==> src/rtl/wat_pkg.sv <==
`timescale 1ns / 1ps
package wat_pkg;

   // waypoint loop
   localparam int MAX_WAYPOINTS = 4;
   localparam int CORDIC_ITERATIONS = 32;

   // configuration port
   localparam int ADDR_W = 6;
   localparam int CSR_W = 64;
   localparam logic [2:0] REG_WAYPOINT_ZERO = 3'd0;
   localparam logic [2:0] REG_WAYPOINT_ONE = 3'd1;
   localparam logic [2:0] REG_WAYPOINT_TWO = 3'd2;
   localparam logic [2:0] REG_WAYPOINT_THREE = 3'd3;
   localparam logic [2:0] REG_ACTIVE_WAYPOINTS = 3'd4;
   localparam logic [2:0] REG_ARRIVAL_RADIUS = 3'd5;

   // angle slots worked through for each request
   localparam logic [1:0] ANG_DLAT = 2'd0;
   localparam logic [1:0] ANG_DLON = 2'd1;
   localparam logic [1:0] ANG_LAT1 = 2'd2;
   localparam logic [1:0] ANG_LAT2 = 2'd3;

   // datapath widths
   localparam int ANG_W = 35;
   localparam int CW = 34;
   localparam int MUL_A_W = 61;
   localparam int MUL_B_W = 31;
   localparam int PROD_W = MUL_A_W + MUL_B_W + 1;
   localparam int QUOT_W = 31;
   localparam int ROOT_W = 31;
   localparam int SREM_W = 34;
   localparam int DIST_W = 35;

   // fixed-point constants
   localparam longint ONE_Q30 = 64'sd1073741824;
   localparam longint ONE_Q60 = 64'sd1152921504606846976;
   localparam longint PI_Q30 = 64'sd3373259426;
   localparam longint HALF_PI_Q30 = 64'sd1686629713;
   localparam longint CORDIC_START = 64'sd652032874;
   localparam longint QUARTER_TURN = 64'sd1800000000;
   localparam longint HALF_TURN = 64'sd3600000000;
   localparam longint FULL_TURN = 64'sd7200000000;
   localparam longint RADIUS_MM = 64'sd6371000000;
   localparam longint ROUND_HALF = 64'sd268435456;

   typedef struct packed {
      logic signed [31:0] fix_latitude;
      logic signed [31:0] fix_longitude;
   } wat_req_type;

   typedef struct packed {
      logic [DIST_W-1:0] distance_mm;
      logic              arrived;
      logic [1:0]        target_before;
      logic [1:0]        target_after;
   } wat_rsp_type;

   typedef enum logic [4:0] {
      ST_IDLE,
      ST_ANG_LOAD,
      ST_ANG_WRAP,
      ST_ANG_FOLD,
      ST_MUL,
      ST_DIV_LOAD,
      ST_DIV,
      ST_ROT_LOAD,
      ST_CORDIC,
      ST_ANG_SAVE,
      ST_C12,
      ST_B,
      ST_T2,
      ST_S1,
      ST_SUM_A,
      ST_SQRT,
      ST_SQRT_Y,
      ST_VEC_LOAD,
      ST_ZCLAMP,
      ST_DIST_ADD,
      ST_DONE
   } wat_state_type;

   // arctangent of 2^-i in Q2.30
   function automatic logic [31:0] atan_q30(input logic [5:0] i);
      logic [31:0] v;
      case (i)
         6'd0:    v = 32'd843314857;
         6'd1:    v = 32'd497837829;
         6'd2:    v = 32'd263043837;
         6'd3:    v = 32'd133525159;
         6'd4:    v = 32'd67021687;
         6'd5:    v = 32'd33543516;
         6'd6:    v = 32'd16775851;
         6'd7:    v = 32'd8388437;
         6'd8:    v = 32'd4194283;
         6'd9:    v = 32'd2097149;
         6'd10:   v = 32'd1048576;
         6'd11:   v = 32'd524288;
         default: begin
            if (i <= 6'd30) v = 32'd1 << (6'd30 - i);
            else v = 32'd0;
         end
      endcase
      return v;
   endfunction

endpackage

==> src/rtl/waypoint_arrival_tracker_top.sv <==
`timescale 1ns / 1ps
// Channel  | Ports                                  | Direction
// req      | req_valid, req_stall, req_data         | fix in
// rsp      | rsp_valid, rsp_stall, rsp_data         | distance/arrival out
// csr      | csr_psel/penable/pwrite/paddr/pwdata,  | register access,
//          | csr_prdata, csr_pready                 | 8-byte stride
//
// One request at a time. Each of the four angles takes a serial multiply, a
// serial divide and CORDIC_ITERATIONS CORDIC steps; then come four serial
// multiplies, two square roots, one vectoring CORDIC and a final multiply
// before the next request can be accepted.
// Reset is synchronous: target index 0, registers to their documented values.
// A finished response waits in the output register while the next request is
// taken; the sequencer only holds in its last state on a full, stalled register.
module waypoint_arrival_tracker_top #(
   parameter int CORDIC_ITERATIONS = wat_pkg::CORDIC_ITERATIONS
) (
   input  logic                        clock,
   input  logic                        reset,
   input  logic                        req_valid,
   output logic                        req_stall,
   input  wat_pkg::wat_req_type        req_data,
   output logic                        rsp_valid,
   input  logic                        rsp_stall,
   output wat_pkg::wat_rsp_type        rsp_data,
   input  logic                        csr_psel,
   input  logic                        csr_penable,
   input  logic                        csr_pwrite,
   input  logic [wat_pkg::ADDR_W-1:0]  csr_paddr,
   input  logic [wat_pkg::CSR_W-1:0]   csr_pwdata,
   output logic [wat_pkg::CSR_W-1:0]   csr_prdata,
   output logic                        csr_pready
);
   import wat_pkg::*;

   localparam int CNT_W = $clog2(CORDIC_ITERATIONS > 32 ? CORDIC_ITERATIONS : 32);

   localparam logic signed [ANG_W-1:0] HT_S = ANG_W'(HALF_TURN);
   localparam logic signed [ANG_W-1:0] FT_S = ANG_W'(FULL_TURN);
   localparam logic signed [ANG_W-1:0] QT_S = ANG_W'(QUARTER_TURN);
   localparam logic signed [CW-1:0] ONE_C = CW'(ONE_Q30);
   localparam logic signed [CW-1:0] HALF_PI_C = CW'(HALF_PI_Q30);

   // sequencer
   wat_state_type state_ff, state_in, ret_ff, ret_in;
   logic [CNT_W-1:0] cnt_ff, cnt_in;
   logic [1:0] ang_ff, ang_in;

   // captured request and target
   logic signed [31:0] lat1_ff, lat1_in, lon1_ff, lon1_in;
   logic signed [31:0] lat2_ff, lat2_in, lon2_ff, lon2_in;
   logic [1:0] before_ff, before_in;
   logic [1:0] target_ff, target_in;

   // angle reduction
   logic signed [ANG_W-1:0] h_ff, h_in;
   logic negcos_ff, negcos_in, hneg_ff, hneg_in;

   // shift-add multiplier: hi accumulates, lo holds the multiplier bits
   logic [MUL_A_W-1:0] mul_a_ff, mul_a_in;
   logic [MUL_A_W:0] hi_ff, hi_in;
   logic [MUL_B_W-1:0] lo_ff, lo_in;

   // restoring divider by the half turn
   logic [31:0] rem_ff, rem_in;
   logic [QUOT_W-1:0] dq_ff, dq_in;

   // CORDIC
   logic signed [CW-1:0] x_ff, x_in, y_ff, y_in, z_ff, z_in;
   logic vec_ff, vec_in;

   // trig results and haversine terms
   logic [30:0] s1m_ff, s1m_in, s2m_ff, s2m_in, c1m_ff, c1m_in, c2m_ff, c2m_in;
   logic c1neg_ff, c1neg_in, c2neg_ff, c2neg_in;
   logic [60:0] t2_ff, t2_in, a_ff, a_in;

   // digit-by-digit square root, two bits per cycle
   logic [61:0] v_ff, v_in;
   logic [SREM_W-1:0] srem_ff, srem_in;
   logic [ROOT_W-1:0] root_ff, root_in, ty_ff, ty_in;

   // result
   logic [DIST_W-1:0] dist_ff, dist_in;
   logic arrived_ff, arrived_in;
   logic rsp_valid_ff, rsp_valid_in;
   wat_rsp_type rsp_data_ff, rsp_data_in;

   // registers
   logic [63:0] wp0_ff, wp0_in, wp1_ff, wp1_in, wp2_ff, wp2_in, wp3_ff, wp3_in;
   logic [2:0] active_ff, active_in;
   logic [15:0] radius_ff, radius_in;

   // ---------------- datapath arithmetic ----------------
   logic csr_wr;
   logic [2:0] csr_idx;
   logic [63:0] wp_sel;
   logic signed [ANG_W-1:0] h_sel, h_wrap, h_fold;
   logic [30:0] h_mag;
   logic [MUL_A_W:0] mul_sum;
   logic [PROD_W-1:0] prod_w;
   logic [62:0] div_num;
   logic [32:0] div_trial;
   logic div_ge;
   logic signed [CW-1:0] dx, dy, atan_s, x_c, y_c, x_abs, y_abs;
   logic cor_pos, cor_hold;
   logic signed [62:0] a_sum;
   logic [60:0] a_clamp;
   logic [SREM_W+1:0] srem_sh, strial;
   logic sq_ge;
   logic [30:0] z_clamp;
   logic [63:0] dist_sum;
   logic [DIST_W-1:0] dist_val;
   logic [2:0] count_lim, before_inc;
   logic [1:0] target_next;

   assign csr_wr = csr_psel & csr_penable & csr_pwrite;
   assign csr_idx = csr_paddr[5:3];
   assign csr_pready = 1'b1;

   always_comb begin
      case (target_ff)
         2'd0:    wp_sel = wp0_ff;
         2'd1:    wp_sel = wp1_ff;
         2'd2:    wp_sel = wp2_ff;
         default: wp_sel = wp3_ff;
      endcase
   end

   always_comb begin
      case (csr_idx)
         REG_WAYPOINT_ZERO:    csr_prdata = wp0_ff;
         REG_WAYPOINT_ONE:     csr_prdata = wp1_ff;
         REG_WAYPOINT_TWO:     csr_prdata = wp2_ff;
         REG_WAYPOINT_THREE:   csr_prdata = wp3_ff;
         REG_ACTIVE_WAYPOINTS: csr_prdata = {61'd0, active_ff};
         REG_ARRIVAL_RADIUS:   csr_prdata = {48'd0, radius_ff};
         default:              csr_prdata = '0;
      endcase
   end

   // angles in half units (5e-8 degree)
   always_comb begin
      case (ang_ff)
         ANG_DLAT: h_sel = ANG_W'(lat2_ff) - ANG_W'(lat1_ff);
         ANG_DLON: h_sel = ANG_W'(lon2_ff) - ANG_W'(lon1_ff);
         ANG_LAT1: h_sel = ANG_W'(lat1_ff) <<< 1;
         default:  h_sel = ANG_W'(lat2_ff) <<< 1;
      endcase
   end

   assign h_wrap = (h_ff > HT_S) ? h_ff - FT_S : ((h_ff < -HT_S) ? h_ff + FT_S : h_ff);
   // fold into +-90 degrees; either fold flips the cosine
   assign h_fold = (h_ff > QT_S) ? HT_S - h_ff : ((h_ff < -QT_S) ? -HT_S - h_ff : h_ff);
   assign h_mag = h_fold[ANG_W-1] ? 31'(-h_fold) : h_fold[30:0];

   assign mul_sum = hi_ff + (lo_ff[0] ? {1'b0, mul_a_ff} : '0);
   assign prod_w = {hi_ff, lo_ff};

   assign div_num = prod_w[62:0] + 63'(QUARTER_TURN);
   assign div_trial = {rem_ff, dq_ff[QUOT_W-1]};
   assign div_ge = div_trial >= 33'(HALF_TURN);

   assign dx = x_ff >>> cnt_ff;
   assign dy = y_ff >>> cnt_ff;
   assign atan_s = CW'(signed'({1'b0, atan_q30(6'(cnt_ff))}));
   // rotation steers by the residual angle, vectoring drives y to zero
   assign cor_pos = vec_ff ? y_ff[CW-1] : ~z_ff[CW-1];
   assign cor_hold = vec_ff && (y_ff == '0);

   assign x_c = (x_ff > ONE_C) ? ONE_C : ((x_ff < -ONE_C) ? -ONE_C : x_ff);
   assign y_c = (y_ff > ONE_C) ? ONE_C : ((y_ff < -ONE_C) ? -ONE_C : y_ff);
   assign x_abs = x_c[CW-1] ? -x_c : x_c;
   assign y_abs = y_c[CW-1] ? -y_c : y_c;

   assign a_sum = (c1neg_ff ^ c2neg_ff) ? signed'({2'b00, prod_w[60:0]}) - signed'({2'b00, t2_ff})
                                        : signed'({2'b00, prod_w[60:0]}) + signed'({2'b00, t2_ff});
   assign a_clamp = a_sum[62] ? '0 : ((a_sum > 63'(ONE_Q60)) ? 61'(ONE_Q60) : a_sum[60:0]);

   assign srem_sh = {srem_ff, v_ff[61:60]};
   assign strial = {3'b000, root_ff, 2'b01};
   assign sq_ge = srem_sh >= strial;

   assign z_clamp = z_ff[CW-1] ? '0 : ((z_ff > HALF_PI_C) ? 31'(HALF_PI_Q30) : z_ff[30:0]);

   // R * 2 * theta with theta in Q30, rounded half up
   assign dist_sum = prod_w[63:0] + 64'(ROUND_HALF);
   assign dist_val = dist_sum[63:29];

   assign count_lim = (active_ff == 3'd0) ? 3'd1
                    : ((active_ff > 3'(MAX_WAYPOINTS)) ? 3'(MAX_WAYPOINTS) : active_ff);
   assign before_inc = {1'b0, before_ff} + 3'd1;
   assign target_next = (before_inc >= count_lim) ? 2'd0 : before_inc[1:0];

   // ---------------- sequencer and next values ----------------
   always_comb begin
      state_in = state_ff;
      ret_in = ret_ff;
      cnt_in = cnt_ff;
      ang_in = ang_ff;
      lat1_in = lat1_ff;
      lon1_in = lon1_ff;
      lat2_in = lat2_ff;
      lon2_in = lon2_ff;
      before_in = before_ff;
      target_in = target_ff;
      h_in = h_ff;
      negcos_in = negcos_ff;
      hneg_in = hneg_ff;
      mul_a_in = mul_a_ff;
      hi_in = hi_ff;
      lo_in = lo_ff;
      rem_in = rem_ff;
      dq_in = dq_ff;
      x_in = x_ff;
      y_in = y_ff;
      z_in = z_ff;
      vec_in = vec_ff;
      s1m_in = s1m_ff;
      s2m_in = s2m_ff;
      c1m_in = c1m_ff;
      c2m_in = c2m_ff;
      c1neg_in = c1neg_ff;
      c2neg_in = c2neg_ff;
      t2_in = t2_ff;
      a_in = a_ff;
      v_in = v_ff;
      srem_in = srem_ff;
      root_in = root_ff;
      ty_in = ty_ff;
      dist_in = dist_ff;
      arrived_in = arrived_ff;
      rsp_valid_in = rsp_valid_ff & rsp_stall;
      rsp_data_in = rsp_data_ff;
      req_stall = (state_ff != ST_IDLE);

      case (state_ff)
         ST_IDLE: begin
            if (req_valid) begin
               lat1_in = req_data.fix_latitude;
               lon1_in = req_data.fix_longitude;
               lat2_in = wp_sel[63:32];
               lon2_in = wp_sel[31:0];
               before_in = target_ff;
               ang_in = ANG_DLAT;
               state_in = ST_ANG_LOAD;
            end
         end
         ST_ANG_LOAD: begin
            h_in = h_sel;
            state_in = ST_ANG_WRAP;
         end
         ST_ANG_WRAP: begin
            h_in = h_wrap;
            state_in = ST_ANG_FOLD;
         end
         ST_ANG_FOLD: begin
            negcos_in = (h_ff > QT_S) || (h_ff < -QT_S);
            hneg_in = h_fold[ANG_W-1];
            mul_a_in = MUL_A_W'(PI_Q30);
            hi_in = '0;
            lo_in = h_mag;
            cnt_in = '0;
            ret_in = ST_DIV_LOAD;
            state_in = ST_MUL;
         end
         ST_MUL: begin
            hi_in = {1'b0, mul_sum[MUL_A_W:1]};
            lo_in = {mul_sum[0], lo_ff[MUL_B_W-1:1]};
            if (cnt_ff == CNT_W'(MUL_B_W - 1)) begin
               cnt_in = '0;
               state_in = ret_ff;
            end else begin
               cnt_in = cnt_ff + 1'b1;
            end
         end
         ST_DIV_LOAD: begin
            // quotient fits 31 bits, so the top of the numerator is already below the divisor
            rem_in = div_num[62:31];
            dq_in = div_num[30:0];
            cnt_in = '0;
            state_in = ST_DIV;
         end
         ST_DIV: begin
            rem_in = div_ge ? 32'(div_trial - 33'(HALF_TURN)) : div_trial[31:0];
            dq_in = {dq_ff[QUOT_W-2:0], div_ge};
            if (cnt_ff == CNT_W'(QUOT_W - 1)) begin
               cnt_in = '0;
               state_in = ST_ROT_LOAD;
            end else begin
               cnt_in = cnt_ff + 1'b1;
            end
         end
         ST_ROT_LOAD: begin
            x_in = CW'(CORDIC_START);
            y_in = '0;
            z_in = hneg_ff ? -CW'({1'b0, dq_ff}) : CW'({1'b0, dq_ff});
            vec_in = 1'b0;
            cnt_in = '0;
            ret_in = ST_ANG_SAVE;
            state_in = ST_CORDIC;
         end
         ST_CORDIC: begin
            if (!cor_hold) begin
               if (cor_pos) begin
                  x_in = x_ff - dy;
                  y_in = y_ff + dx;
                  z_in = z_ff - atan_s;
               end else begin
                  x_in = x_ff + dy;
                  y_in = y_ff - dx;
                  z_in = z_ff + atan_s;
               end
            end
            if (cnt_ff == CNT_W'(CORDIC_ITERATIONS - 1)) begin
               cnt_in = '0;
               state_in = ret_ff;
            end else begin
               cnt_in = cnt_ff + 1'b1;
            end
         end
         ST_ANG_SAVE: begin
            case (ang_ff)
               ANG_DLAT: s1m_in = y_abs[30:0];
               ANG_DLON: s2m_in = y_abs[30:0];
               ANG_LAT1: begin
                  c1m_in = x_abs[30:0];
                  c1neg_in = negcos_ff ? (x_c > 0) : x_c[CW-1];
               end
               default: begin
                  c2m_in = x_abs[30:0];
                  c2neg_in = negcos_ff ? (x_c > 0) : x_c[CW-1];
               end
            endcase
            if (ang_ff == ANG_LAT2) begin
               state_in = ST_C12;
            end else begin
               ang_in = ang_ff + 2'd1;
               state_in = ST_ANG_LOAD;
            end
         end
         ST_C12: begin
            mul_a_in = MUL_A_W'(c1m_ff);
            hi_in = '0;
            lo_in = c2m_ff;
            ret_in = ST_B;
            state_in = ST_MUL;
         end
         ST_B: begin
            // cos1*cos2 in Q30
            mul_a_in = MUL_A_W'(prod_w[60:30]);
            hi_in = '0;
            lo_in = s2m_ff;
            ret_in = ST_T2;
            state_in = ST_MUL;
         end
         ST_T2: begin
            mul_a_in = prod_w[60:0];
            hi_in = '0;
            lo_in = s2m_ff;
            ret_in = ST_S1;
            state_in = ST_MUL;
         end
         ST_S1: begin
            t2_in = prod_w[90:30];
            mul_a_in = MUL_A_W'(s1m_ff);
            hi_in = '0;
            lo_in = s1m_ff;
            ret_in = ST_SUM_A;
            state_in = ST_MUL;
         end
         ST_SUM_A: begin
            a_in = a_clamp;
            v_in = {1'b0, a_clamp};
            srem_in = '0;
            root_in = '0;
            cnt_in = '0;
            ret_in = ST_SQRT_Y;
            state_in = ST_SQRT;
         end
         ST_SQRT: begin
            srem_in = sq_ge ? SREM_W'(srem_sh - strial) : srem_sh[SREM_W-1:0];
            root_in = {root_ff[ROOT_W-2:0], sq_ge};
            v_in = {v_ff[59:0], 2'b00};
            if (cnt_ff == CNT_W'(ROOT_W - 1)) begin
               cnt_in = '0;
               state_in = ret_ff;
            end else begin
               cnt_in = cnt_ff + 1'b1;
            end
         end
         ST_SQRT_Y: begin
            ty_in = root_ff;
            v_in = {1'b0, 61'(ONE_Q60) - a_ff};
            srem_in = '0;
            root_in = '0;
            cnt_in = '0;
            ret_in = ST_VEC_LOAD;
            state_in = ST_SQRT;
         end
         ST_VEC_LOAD: begin
            x_in = CW'({1'b0, root_ff});
            y_in = CW'({1'b0, ty_ff});
            z_in = '0;
            vec_in = 1'b1;
            cnt_in = '0;
            ret_in = ST_ZCLAMP;
            state_in = ST_CORDIC;
         end
         ST_ZCLAMP: begin
            mul_a_in = MUL_A_W'(RADIUS_MM);
            hi_in = '0;
            lo_in = z_clamp;
            ret_in = ST_DIST_ADD;
            state_in = ST_MUL;
         end
         ST_DIST_ADD: begin
            dist_in = dist_val;
            arrived_in = dist_val <= DIST_W'(radius_ff);
            if (dist_val <= DIST_W'(radius_ff)) target_in = target_next;
            state_in = ST_DONE;
         end
         ST_DONE: begin
            if (!rsp_valid_ff || !rsp_stall) begin
               rsp_valid_in = 1'b1;
               rsp_data_in.distance_mm = dist_ff;
               rsp_data_in.arrived = arrived_ff;
               rsp_data_in.target_before = before_ff;
               rsp_data_in.target_after = target_ff;
               state_in = ST_IDLE;
            end
         end
         default: state_in = ST_IDLE;
      endcase
   end

   // register writes
   always_comb begin
      wp0_in = wp0_ff;
      wp1_in = wp1_ff;
      wp2_in = wp2_ff;
      wp3_in = wp3_ff;
      active_in = active_ff;
      radius_in = radius_ff;
      if (csr_wr) begin
         case (csr_idx)
            REG_WAYPOINT_ZERO:    wp0_in = csr_pwdata;
            REG_WAYPOINT_ONE:     wp1_in = csr_pwdata;
            REG_WAYPOINT_TWO:     wp2_in = csr_pwdata;
            REG_WAYPOINT_THREE:   wp3_in = csr_pwdata;
            REG_ACTIVE_WAYPOINTS: active_in = csr_pwdata[2:0];
            REG_ARRIVAL_RADIUS:   radius_in = csr_pwdata[15:0];
            default:              ;
         endcase
      end
   end

   always_ff @(posedge clock) begin
      if (reset) begin
         state_ff <= ST_IDLE;
         ret_ff <= ST_IDLE;
         cnt_ff <= '0;
         target_ff <= 2'd0;
         rsp_valid_ff <= 1'b0;
         wp0_ff <= '0;
         wp1_ff <= '0;
         wp2_ff <= '0;
         wp3_ff <= '0;
         active_ff <= 3'd4;
         radius_ff <= 16'd500;
      end else begin
         state_ff <= state_in;
         ret_ff <= ret_in;
         cnt_ff <= cnt_in;
         target_ff <= target_in;
         rsp_valid_ff <= rsp_valid_in;
         wp0_ff <= wp0_in;
         wp1_ff <= wp1_in;
         wp2_ff <= wp2_in;
         wp3_ff <= wp3_in;
         active_ff <= active_in;
         radius_ff <= radius_in;
      end
   end

   always_ff @(posedge clock) begin
      ang_ff <= ang_in;
      lat1_ff <= lat1_in;
      lon1_ff <= lon1_in;
      lat2_ff <= lat2_in;
      lon2_ff <= lon2_in;
      before_ff <= before_in;
      h_ff <= h_in;
      negcos_ff <= negcos_in;
      hneg_ff <= hneg_in;
      mul_a_ff <= mul_a_in;
      hi_ff <= hi_in;
      lo_ff <= lo_in;
      rem_ff <= rem_in;
      dq_ff <= dq_in;
      x_ff <= x_in;
      y_ff <= y_in;
      z_ff <= z_in;
      vec_ff <= vec_in;
      s1m_ff <= s1m_in;
      s2m_ff <= s2m_in;
      c1m_ff <= c1m_in;
      c2m_ff <= c2m_in;
      c1neg_ff <= c1neg_in;
      c2neg_ff <= c2neg_in;
      t2_ff <= t2_in;
      a_ff <= a_in;
      v_ff <= v_in;
      srem_ff <= srem_in;
      root_ff <= root_in;
      ty_ff <= ty_in;
      dist_ff <= dist_in;
      arrived_ff <= arrived_in;
      rsp_data_ff <= rsp_data_in;
   end

   assign rsp_valid = rsp_valid_ff;
   assign rsp_data = rsp_data_ff;

   // target moves only when a distance is resolved
   a_target_hold: assert property (@(posedge clock) disable iff (reset)
      (state_ff != ST_DIST_ADD) |=> $stable(target_ff))
      else $error("target index changed outside distance resolve");

   a_no_arrive_same: assert property (@(posedge clock) disable iff (reset)
      (rsp_valid && !rsp_data.arrived) |-> (rsp_data.target_after == rsp_data.target_before))
      else $error("target advanced without arrival");

   a_arrive_radius: assert property (@(posedge clock) disable iff (reset)
      (rsp_valid && rsp_data.arrived) |-> (rsp_data.distance_mm <= DIST_W'(radius_ff)))
      else $error("arrival flagged beyond radius");

   a_root_bound: assert property (@(posedge clock) disable iff (reset)
      (state_ff == ST_SQRT_Y) |-> (root_ff <= ROOT_W'(ONE_Q30)))
      else $error("square root above one");

endmodule

==> config.mk <==
export PLATFORM = sky130hd
export DESIGN_NAME = waypoint_arrival_tracker_top
export DESIGN_NICKNAME = d
export VERILOG_FILES = /design/src/rtl/wat_pkg.sv /design/src/rtl/waypoint_arrival_tracker_top.sv
export SDC_FILE = /design/constraint.sdc
export NUM_CORES = 2
export LEC_CHECK = 0
export CORE_UTILIZATION = 35
export CTS_BUF_LIST = sky130_fd_sc_hd__clkbuf_8
export DETAILED_ROUTE_END_ITERATION = 8
export DONT_BUFFER_PORTS = 1
export GPL_TIMING_DRIVEN = 1
export PLACE_DENSITY = 0.57
export SETUP_SLACK_MARGIN = 0.02
export SYNTH_ARGS = -nofsm -noshare
export SYNTH_HDL_FRONTEND = slang
export SYNTH_SLANG_ARGS = --single-unit
==> constraint.sdc <==
create_clock -name clock -period 10.8 [get_ports clock]
set_input_delay 1.08 -clock clock [delete_from_list [all_inputs] [get_ports clock]]
set_output_delay 1.08 -clock clock [all_outputs]
set_load 0.03 [all_outputs]
# After elaboration in Yosys (flattened, before gate mapping)
# Index checks and enable logic that the tools add are counted.
classes:
  addsub: 28
  n_lt_le_gt_ge: 17
  n_eq_ne: 51
  shifts: 3
  n_mux: 65
  n_bitwise: 6
  n_reduce_logical: 50
ops:
  columns: ["operator", "count"]
  rows:
  - ["2-to-1 mux 34 bit", 12]
  - ["one-hot mux 32 bit (12 select lines)", 1]
  - ["one-hot mux 64 bit (6 select lines)", 1]
  - ["one-hot mux 61 bit (6 select lines)", 1]
  - ["one-hot mux 34 bit (3 select lines)", 3]
  - ["one-hot mux 64 bit (3 select lines)", 1]
  - ["one-hot mux 31 bit (6 select lines)", 1]
  - ["one-hot mux 62 bit (3 select lines)", 1]
  - ["2-to-1 mux 61 bit", 3]
  - ["2-to-1 mux 31 bit", 5]
  - ["2-to-1 mux 35 bit", 4]
  - ["one-hot mux 31 bit (2 select lines)", 2]
  - ["one-hot mux 62 bit (2 select lines)", 1]
  - ["one-hot mux 35 bit (3 select lines)", 1]
  - ["greater-than comparator 34 x 32 -> 1 bit (second input constant)", 3]
  - ["negator 31 bit", 3]
  - ["one-hot mux 35 bit (2 select lines)", 1]
  - ["subtractor 33 x 35 -> 35 bit (first input constant)", 2]
  - ["adder 34 bit", 2]
  - ["< comparator 34 x 31 -> 1 bit (second input constant)", 2]
  - ["one-hot mux 34 bit (2 select lines)", 1]
  - [">>> shifter 34 x 5 -> 34 bit", 2]
  - ["subtractor 34 x 33 -> 34 bit", 2]
  - ["subtractor 34 bit", 2]
  - ["other kinds (76)", 163]
word_totals:
  register_bits: 1264
  in_bits: 141
  output_inout_bits: 107
  word_cells: 267

# Depth between registers and ports, before layout
logic_depth:
  ltp_word: 8
  depth_mapped: 36
  depth_no_buf: 31

# Worst setup path after synthesis
# No wires, ideal clock.
synth_timing:
  path_type: "reg2reg"
  from: "register state_ff[3]"
  to: "register root_ff[0] (enable)"
  setup_time_ps: 789
  arrival_time_ps: 9670
  required_time_ps: 10011
  slack_ps: 341
  stages_incl_launch_ff: 4
  n_path_buf: 1
  period_less_slack_ps: 10459
  path_cell_list: "dfxtp_1 -> clkbuf_1 -> nand2_1 -> o21ai_0"
synth_between:
  elab_chain_cells: 3
  elab_cells_between_ends: 5
  classes_between: "eq/ne (3); reduce/logical (2)"
synth_rtl:
  columns: ["element", "line", "source"]
  rows:
  - ["start, declared", "waypoint_arrival_tracker_top.sv:45", "wat_state_type state_ff, state_in, ret_ff, ret_in;"]
  - ["start signal, assigned", "waypoint_arrival_tracker_top.sv:471", "state_ff <= state_in;"]
  - ["== test 5 bit / == test 5 x 4 -> 1 bit (equally long branches)", "waypoint_arrival_tracker_top.sv:236", "case (state_ff)"]
  - ["OR reduction 2 bit (no line)", null, null]
  - ["nonzero test 2 bit (no line) *", null, null]
  - ["end signal, assigned", "waypoint_arrival_tracker_top.sv:514", "root_ff <= root_in;"]
  - ["end, declared", "waypoint_arrival_tracker_top.sv:80", "logic [ROOT_W-1:0] root_ff, root_in, ty_ff, ty_in;"]
# Every way passes the cells marked *; elsewhere a longest branch is shown, timed or not.
# A chain may end at the register's enable or synchronous reset.

# Worst setup path in the final report
layout_timing:
  from: "register h_ff[3]"
  to: "register h_ff[34] (data pin)"
layout_between:
  elab_chain_cells: 4
  elab_cells_between_ends: 6
  classes_between: "add/sub (2); order compare (1); mux (3)"
layout_rtl:
  columns: ["element", "line", "source"]
  rows:
  - ["start, declared", "waypoint_arrival_tracker_top.sv:56", "logic signed [ANG_W-1:0] h_ff, h_in;"]
  - ["start signal, assigned", "waypoint_arrival_tracker_top.sv:492", "h_ff <= h_in;"]
  - ["adder 35 x 34 -> 35 bit", "waypoint_arrival_tracker_top.sv:151", "assign h_wrap = (h_ff > HT_S) ? h_ff - FT_S : ((h_ff < -HT_S) ? h_ff + FT_S : h_ff);"]
  - ["2-to-1 mux 35 bit", "waypoint_arrival_tracker_top.sv:151", null]
  - ["2-to-1 mux 35 bit *", "waypoint_arrival_tracker_top.sv:151", null]
  - ["one-hot mux 35 bit (2 select lines) *", "waypoint_arrival_tracker_top.sv:236", null]
  - ["net h_in[34]", "waypoint_arrival_tracker_top.sv:56", null]
# The timed path passes the listed nets; every way through them passes the cells marked *. The select of a mux whose other input is x is not followed.

==> out/results.txt <==
Multi-input logic area - 0.0486 sq mm
Tot GR Track Use - 0.240
Compound-Gate Fraction of Synth Area - 0.199
Ys Warns - 0
CTS buffer count - 230
Final setup violation count - 0
Failing checks - DRC, capacitance limit, slew limit
Distinct cell type count after synthesis - 104
Cell internal pwr - 0.00917 W
Final WL - 311000 microns
Number of flops mapped to enable cells by yosys - 970
Crit. End Element - register
DRC - 18
Die W - 501 microns
Clock power share - 0.341
Max FO, Critical Path - 13
Top cells by area, synth - edfxtp_1 33%, dfxtp_1 6.7%, ha_1 6.4%, a21oi_1 5.3%, nand2_1 5.2%
WL per Instance - 24.2 microns
Worst EP arrival - 9.13 ns
Starting DRT DRC Count - 8208
Post-Synthesis Cells - 9541
VDD IR max - 0.107 mV
Vias in the first global route - 72.3k
Clk Latency, worst-skew pair - 1.06 ns
Initial Util - 0.353
Worst Setup Path Type - reg2reg
Sum of negative setup slack - 0 ns
# port buffers - 0
Pre-antenna DRT Iters - 9
Sequential cell area - 0.0350 sq mm
Adder-cell area share of the yosys netlist - 0.0663
Fillcell total - 24.7k
Synth Area in XOR/XNOR - 0.0643
Area Overhead vs Synth - 9.25%
Max clock buf depth - 3
Synthesized flop and latch total - 1263
Mean area per synthesized cell - 9.13 sq um
Prevailing post-synth register cell - edfxtp_1
Antenna Nets Post-Route - 0
Hold path start - reset
Post-CTS setup buffer count - 0
Most frequent cells in the layout - 1191 x nand2_1, 970 x edfxtp_1, 921 x a21oi_1, 798 x nor2_1, 475 x o21ai_0
Pleak - 34.7 nW
Clk slew on worst S/H paths - 0.06 ns
Outcome - finished with violations
Post-synthesis simple-gate area fraction - 0.173
Worst flop-to-flop path startpoint - h_ff[3]
Net count, final - 9933
Final Cycle Share - 0.774
Combinational share of power - 0.240
Crit path required time - 11.56 ns
Fraction of layout cells with a size suffix above 1 - 0.0828
FP Rows - 182
Vias/cell - 5.87
Part of the Yosys area used for sequential elements - 0.402
Placed inst area - 0.0903 sq mm
DIE HEIGHT - 501 microns
Combinational family with the most area after synthesis - compound AO/OA/AOI/OAI gates
Root buf cell - clkbuf_8
Via count - 75.4k
CTS sink count - 1263
Cell taking the most area after synthesis - edfxtp_1
Detailed Place HPWL - 226000 microns
Worst setup margin - 2.44 ns
Critical path launch point type - register
Routability cong. - 0.960
Post-synthesis mux area share - 0.0521
Cell area after layout - 0.0951 sq mm
Hold Path Class - in2reg
Max Cap Viol - 1
First-pass GRT wire length - 460000 microns
Initial antenna violation count - 41
Clk_skew - 0.123 ns
Sw Ratio - 0.335
Final Hold Vio Count - 0
Switching Power - 0.00462 W
RSZ-0062 raised after global routing - no
Mapped cell area - 0.0871 sq mm
Least-Margin Pin Slew - 1.53 ns
Slew Limit Headroom - -0.0269
Post-synth top area share - 0.335
Commonest non-fill, non-tap cell in the layout - nand2_1
Ys async rst share - 0
H-tree depth - 4
Pre-CTS setup slack - 2.59 ns
Pwr dens - 145 mW/mm^2
Fin. max-slew vios - 3
Total gr overflow - 0
IO Count - 248
Reg power frac - 0.419
Largest net degree at the start of global routing - 286
Core area - 0.247 sq mm
Die ar. - 0.251 sq mm
Post-Syn Nets - 10.1k
Max Fclk - 120 MHz
Crit path from - h_ff[3]
Fin crit period - 8.36 ns
CTS tree - yes
synthesized netlist by cell type (147+ instances only):
| library cell | number |
|---|---|
| a21o_1 | 147 |
| a21oi_1 | 922 |
| clkbuf_1 | 489 |
| nand3_1 | 177 |
| nor2_1 | 807 |
| xor2_1 | 258 |
| ha_1 | 447 |
| nor3_1 | 233 |
| mux4_2 | 157 |
| and2_1 | 149 |
| nand2_1 | 1195 |
| edfxtp_1 | 970 |
| xnor2_1 | 379 |
| dfxtp_1 | 293 |
| inv_1 | 398 |
| a22oi_1 | 218 |
| o21ai_0 | 479 |
routing by layer:
layer / track usage / share of wire
met1: 0.318 / 0.42
met2: 0.381 / 0.45
met3: 0.0544 / 0.089
met4: 0.0854 / 0.034
met5: 0 / 0.00068
worst max-delay path: stages (launching register included):
cell and delay (ns):
edfxtp_1 0.53, nor3_1 0.70, a31oi_1 0.32, o31ai_1 0.35, a21oi_1 0.15, o31ai_1 0.40, a21oi_1 0.12, or2_2 0.29
nor2b_1 0.14, o21ai_0 0.22, a21oi_1 0.11, nor4_1 0.53, nor2_1 0.08, buf_4 0.22, inv_1 0.35, ha_1 0.37
a2111oi_0 0.54, o31ai_1 0.20, o41ai_1 0.53, o21ai_0 0.22, or4_1 0.43, a31o_2 0.26, a21oi_1 0.16, nor2b_1 0.08
nor4_1 0.30, o41ai_1 0.18, xnor2_1 0.14, a21o_1 0.19
power by group through the flow:
stage | Clock, W | Combinational (W) | Sequential (W)
floorplan | 0 | 0.00249 | 0.00571
finish | 0.00470 | 0.00332 | 0.00577
global route | 0.00500 | 0.00363 | 0.00579
CTS | 0.00480 | 0.00329 | 0.00576
detailed placement | 0 | 0.00327 | 0.00587
global placement | 0 | 0.00323 | 0.00586
state kept, by name, summed over array words and instances, names as in the netlist, 32 cells and up:
| register | flops |
|---|---|
| dist_ff | 35 |
| mul_a_ff | 61 |
| lat2_ff | 32 |
| v_ff | 62 |
| wp2_ff | 64 |
| wp1_ff | 64 |
| lat1_ff | 32 |
| y_ff | 34 |
| lon1_ff | 32 |
| hi_ff | 61 |
| x_ff | 34 |
| z_ff | 34 |
| rem_ff | 32 |
| h_ff | 35 |
| rsp_data | 40 |
| wp3_ff | 64 |
| wp0_ff | 64 |
| t2_ff | 61 |
| srem_ff | 34 |
| lon2_ff | 32 |
| a_ff | 61 |
worst paths after layout:
path | end | slack [ns] | depth (start not counted)
min | wp3_ff[12] | 0.09 | 1
max reg2reg | h_ff[34] | 2.44 | 27
max | h_ff[34] | 2.44 | 27
min reg2reg | rsp_data[6] | 0.41 | 0
layout make-up:
type                       instances  share of cell area
antenna                           18            0.000474
sequential                      1263               0.368
inverter                         399              0.0157
multi-input combinational       7298               0.511
tap                             3312              0.0436
clock inverter                   184              0.0153
timing repair buffer             144              0.0115
clock buffer                     237              0.0343
timing repair:
action                                  in CTS  in global routing
gates resized for setup                      0                  0
endpoints found under the setup margin       0                  0
hold buffers                                 6                  0
endpoints found under the hold margin        8                  0
per-stage QoR:
step | hold WS, ns | power (W) | utilization | std cells
6_report | 0.0888 | 0.0138 | 0.386 | 12900
5_1_grt | 0.0197 | 0.0144 | 0.386 | 12800
4_1_cts | 0.00110 | 0.0139 | 0.386 | 12800
3_5_place_dp | 0.406 | 0.00913 | 0.366 | 12400
3_3_place_gp | 0.406 | 0.00909 | 0.366 | 12400
2_1_floorplan | 0.400 | 0.00819 | - | 9541
logic make-up after synthesis:
| logic type | count (synthesis) |
|---|---|
| flops | 1263 |
| mux | 252 |
| other cells | 1 |
| simple gates | 3240 |
| fa+ha+maj | 456 |
| xor+xnor | 638 |
| compound gates | 2711 |
| buf+inv | 980 |
No activity file was read; power rests on OpenSTA's default activity.
